## config.mk

```make
export PLATFORM = sky130hd
export DESIGN_NAME = hplq_search_lane
export DESIGN_NICKNAME = d
export VERILOG_FILES = /design/src/rtl/hplq_pkg.sv /design/src/rtl/hplq_search_lane.sv
export SDC_FILE = /design/constraint.sdc
export NUM_CORES = 1
export LEC_CHECK = 0
export BUFFER_PORTS_ARGS = -buffer_cell sky130_fd_sc_hd__buf_2
export CORE_ASPECT_RATIO = 0.6
export CORE_MARGIN = 2
export CORE_UTILIZATION = 55
export CTS_CLUSTER_SIZE = 25
export DETAILED_ROUTE_END_ITERATION = 6
export PLACE_DENSITY = 0.86
export SYNTH_ARGS = -nofsm -noshare
export SYNTH_HDL_FRONTEND = slang
export SYNTH_SLANG_ARGS = --single-unit
export TNS_END_PERCENT = 20
```

## constraint.sdc

```tcl
create_clock -name clock -period 4.9 [get_ports clock]
set_clock_uncertainty 0.15 [all_clocks]
set_input_delay 0.735 -clock clock [delete_from_list [all_inputs] [get_ports clock]]
set_output_delay 0.735 -clock clock [all_outputs]
set_load 0.01 [all_outputs]
```

## src/rtl/hplq_pkg.sv

```systemverilog
package hplq_pkg;

   localparam int TableEntries = 257;
   localparam int IndexWidth = 9;
   localparam int SearchSteps = 9;

   localparam logic [1:0] ClassNormal = 2'd0;
   localparam logic [1:0] ClassNanInf = 2'd1;
   localparam logic [1:0] ClassNegative = 2'd2;

   localparam logic OpMap = 1'b0;
   localparam logic OpLoad = 1'b1;

   localparam logic [0:0] RegNegativeColor = 1'b0;
   localparam logic [0:0] RegNanInfColor = 1'b1;

   typedef struct packed {
      logic        opcode;
      logic [8:0]  entry_index;
      logic [31:0] entry_value;
      logic [31:0] red_bits;
      logic [31:0] green_bits;
      logic [31:0] blue_bits;
   } req_type;

   typedef struct packed {
      logic [31:0] pixel_word;
      logic [1:0]  pixel_class;
   } rsp_type;

   function automatic logic is_nan(input logic [31:0] u);
      return u[30:0] > 31'h7F800000;
   endfunction

   function automatic logic is_nan_inf(input logic [31:0] u);
      return u[30:23] == 8'hFF;
   endfunction

   function automatic logic is_negative(input logic [31:0] u);
      return u[31] && (u[30:0] != 31'd0) && !is_nan(u);
   endfunction

   function automatic logic [31:0] order_key(input logic [31:0] u);
      return u[31] ? ~u : (u | 32'h80000000);
   endfunction

   // IEEE a < b
   function automatic logic float_less(input logic [31:0] a, input logic [31:0] b);
      if (is_nan(a) || is_nan(b)) return 1'b0;
      if (a[30:0] == 31'd0 && b[30:0] == 31'd0) return 1'b0;
      return order_key(a) < order_key(b);
   endfunction

endpackage

```

## src/rtl/hplq_search_lane.sv

```systemverilog
module hplq_search_lane #(
   parameter int TABLE_ENTRIES = hplq_pkg::TableEntries
) (
   input  logic                       clock,
   input  logic                       start,
   input  logic                       step,
   input  logic [31:0]                channel,
   input  logic [31:0]                threshold,
   output logic [hplq_pkg::IndexWidth-1:0] probe_addr,
   output logic [7:0]                 channel_byte
);
   import hplq_pkg::*;

   logic [9:0] lo_ff, lo_in, hi_ff, hi_in, mid;
   logic [9:0] sum;

   assign sum = lo_ff + hi_ff;
   assign mid = {1'b0, sum[9:1]};
   assign probe_addr = IndexWidth'(mid - 10'd1);

   always_comb begin
      lo_in = lo_ff;
      hi_in = hi_ff;
      if (start) begin
         lo_in = 10'd0;
         hi_in = 10'(TABLE_ENTRIES + 1);
      end else if (step && mid != lo_ff) begin
         if (float_less(channel, threshold)) hi_in = mid;
         else lo_in = mid;
      end
   end

   always_ff @(posedge clock) begin
      lo_ff <= lo_in;
      hi_ff <= hi_in;
   end

   always_comb begin
      if (lo_ff == 10'd0) channel_byte = 8'd0;
      else if (lo_ff - 10'd1 > 10'd255) channel_byte = 8'd255;
      else channel_byte = 8'(lo_ff - 10'd1);
   end
endmodule

```

==> results.json <==
{
  "area_delta_synth_final_pct": 14.7,
  "grt_pass1_wl_um": 14100,
  "port_buffers": 83,
  "worstRegToRegCells": 10,
  "cts.repair.resized": 0,
  "fp-row-count": 21,
  "met2_usage": 0.387,
  "n_antenna_cell": 0,
  "die_h_um": 62.3,
  "p_leak_nw": 1.59,
  "antenna_found_initial": 0,
  "core_sq_um": 5520,
  "use_met3": 0.0394,
  "ant_nets": 0,
  "cts_buffer_depth": 2,
  "crit_path_start": "lo_ff[0]",
  "rsz0062_at_grt": "false",
  "worst-setup-path-type": "flip-flop to primary output",
  "synth_edf_count": 0,
  "tns_ns": 0,
  "drc_errors": 0,
  "hold_buffers": 0,
  "slew_violations": 0,
  "dieArea_sq_um": 6310,
  "swShare": 0.474,
  "cts_tree": "done",
  "netlist_area_sq_um": 3120,
  "synthFlopType": "dfxtp_1",
  "finalSetupViolCount": 0,
  "grt_busiest_layer": "met1",
  "numCtsBuffers": 3,
  "p_clk_frac": 0.110,
  "n_fill_cell": 507,
  "htree_levels": 1,
  "max_freq_mhz": 245,
  "ys.warnings.count": 0,
  "end_kind": "primary output",
  "worstPathMaxFanout": 7,
  "dr_total_vias": 3254,
  "switchingPower_w": 0.000434,
  "first_global_vias": 2971,
  "wl_per_cell_um": 16.1,
  "async_reset_ff_frac": 0,
  "seq_power_share": 0.200,
  "worstMarginPinSlew_ns": 0.709,
  "reg2reg_slack_ns": 1.13,
  "routabilityCongestion": 0.967,
  "hold_path.class": "flip-flop to flip-flop",
  "cts.sinks": 18,
  "r2r_end": "lo_ff[3]",
  "dpl.hpwl_um": 7010,
  "synth.ff_latch_count": 18,
  "maxCapViolCount": 0,
  "power_frac_comb": 0.690,
  "reg2reg_from": "lo_ff[0]",
  "crit_end": "probe_addr[7]",
  "globalRouteOverflowTotal": 0,
  "crit_arrival_ns": 3.20,
  "clk_latency_ns": 0.25,
  "critPathRequiredTime_ns": 4.01,
  "postCtsSetupBuffers": 0,
  "ir_drop_uv": 140,
  "finish.utilization": 0.648,
  "total_power_w": 0.000915,
  "finalCritPeriodShare": 0.834,
  "p_int_w": 0.000481,
  "grt_use_met1": 0.428,
  "relSlewSlack": 0.523,
  "period_minus_slack_ns": 4.08,
  "final_cell_mix": "buf_2, xnor2_1, ha_1, xor2_1, a21oi_1",
  "outcome": "finished clean",
  "layout-drive-gt1-share": 0.214,
  "start_kind": "flip-flop",
  "synth_fp_nets": 505,
  "finalHoldWorstSlack_ns": 0.343,
  "hold_viol": 0,
  "yosysUniqueCellTypes": 58,
  "layout_commonest_cell": "buf_2",
  "p_per_area_nw_per_um2": 256,
  "fin_nets": 573,
  "routed_wl_um": 8560,
  "dieWidth_um": 101,
  "grt_max_degree": 27,
  "synth_seq_area_share": 0.116,
  "syn_inst": 396,
  "clk_pin_slew_ns": 0.07,
  "cts_root_buffer": "clkbuf_8",
  "grtUsageTotal": 0.270,
  "drtPass1Iterations": 5,
  "first_iter_violations": 318,
  "io_pins": 84,
  "start_util": 0.565,
  "via_per_inst": 6.13,
  "syn_area_per_cell_sq_um": 7.88
}
-- cell families after synthesis --
family	synth area share
buffers and inverters	0.0453
xor gates and xnor gates	0.265
AOI/OAI and AO/OA	0.193
adders and majority gates	0.171
DFF	0.116
and+or+nand+nor	0.207
muxes	0.00321
-- area by class of cell --
| cell class | count | area, sq um | share of cell area |
|---|---|---|---|
| Timing Repair Buffer | 86 | 438 | 0.122 |
| Inverter | 9 | 33.8 | 0.00944 |
| Clock buffer | 3 | 41.3 | 0.0115 |
| Tap cell | 69 | 86.3 | 0.0241 |
| Multi-Input combinational cell | 346 | 2620 | 0.732 |
| Sequential cell | 18 | 360 | 0.101 |
-- critical path, cell delays in order, from the launching register on --
cell	delay, ns
dfxtp_1	0.38
and2_1	0.20
fa_1	0.41
a21o_1	0.23
a21oi_2	0.24
xnor2_1	0.20
o31ai_1	0.25
a22oi_1	0.14
or2_1	0.27
nor4_1	0.30
xnor2_1	0.16
buf_2	0.15
-- synthesized netlist by cell type, types with 6 or more instances --
cell,n,area share
xor2_1,39,0.11
xnor2_1,43,0.12
clkbuf_1,12,0.014
inv_1,9,0.011
nor2_1,17,0.020
a21oi_1,36,0.058
ha_1,41,0.16
nand3_1,17,0.027
nor3_1,11,0.018
o21ai_0,24,0.039
a21o_1,6,0.014
nand2_1,21,0.025
dfxtp_1,18,0.12
nand4_1,13,0.026
nor4_1,19,0.038
-- metal layers --
layer | vias up | share of wire | wire length, um
met3 | 12 | 0.11 | 907
met5 | - | 0 | 0
met1 | 1488 | 0.48 | 4140
met4 | 0 | 0.0099 | 85
li1 | 1585 | - | -
met2 | 169 | 0.40 | 3420
-- flip-flops by register name, summed over array words and instances, names as in the netlist --
| register | cells |
|---|---|
| hi_ff | 9 |
| lo_ff | 9 |
-- worst min path at each step --
stage                     startpoint        to  slack, ns  cells past startpoint
final                       hi_ff[3]  hi_ff[3]       0.34                      2
after detailed placement    hi_ff[5]  hi_ff[5]       0.33                      2
after global placement      hi_ff[5]  hi_ff[5]       0.32                      2
after global routing        hi_ff[5]  hi_ff[5]       0.35                      2
after CTS                   hi_ff[3]  hi_ff[3]       0.34                      2
after floorplan             hi_ff[4]  hi_ff[4]       0.31                      2
-- stage by stage --
step	area, sq um	worst slack (ns)	instances
finish	3580	0.815	531
global route	3580	0.584	531
CTS	3580	0.842	531
detailed placement	3540	0.878	528
global placement	3540	0.988	528
floorplan	3120	1.10	396
-- power groups by stage --
stage                     sequential [W]  combinational [W]  clock [W]
after floorplan                 0.000174           0.000439          0
after CTS                       0.000183           0.000622   0.000100
after detailed placement        0.000186           0.000618          0
after global routing            0.000187           0.000702   0.000108
final                           0.000183           0.000632   0.000100
after global placement          0.000185           0.000610          0
No activity file was read; power rests on OpenSTA's default activity.
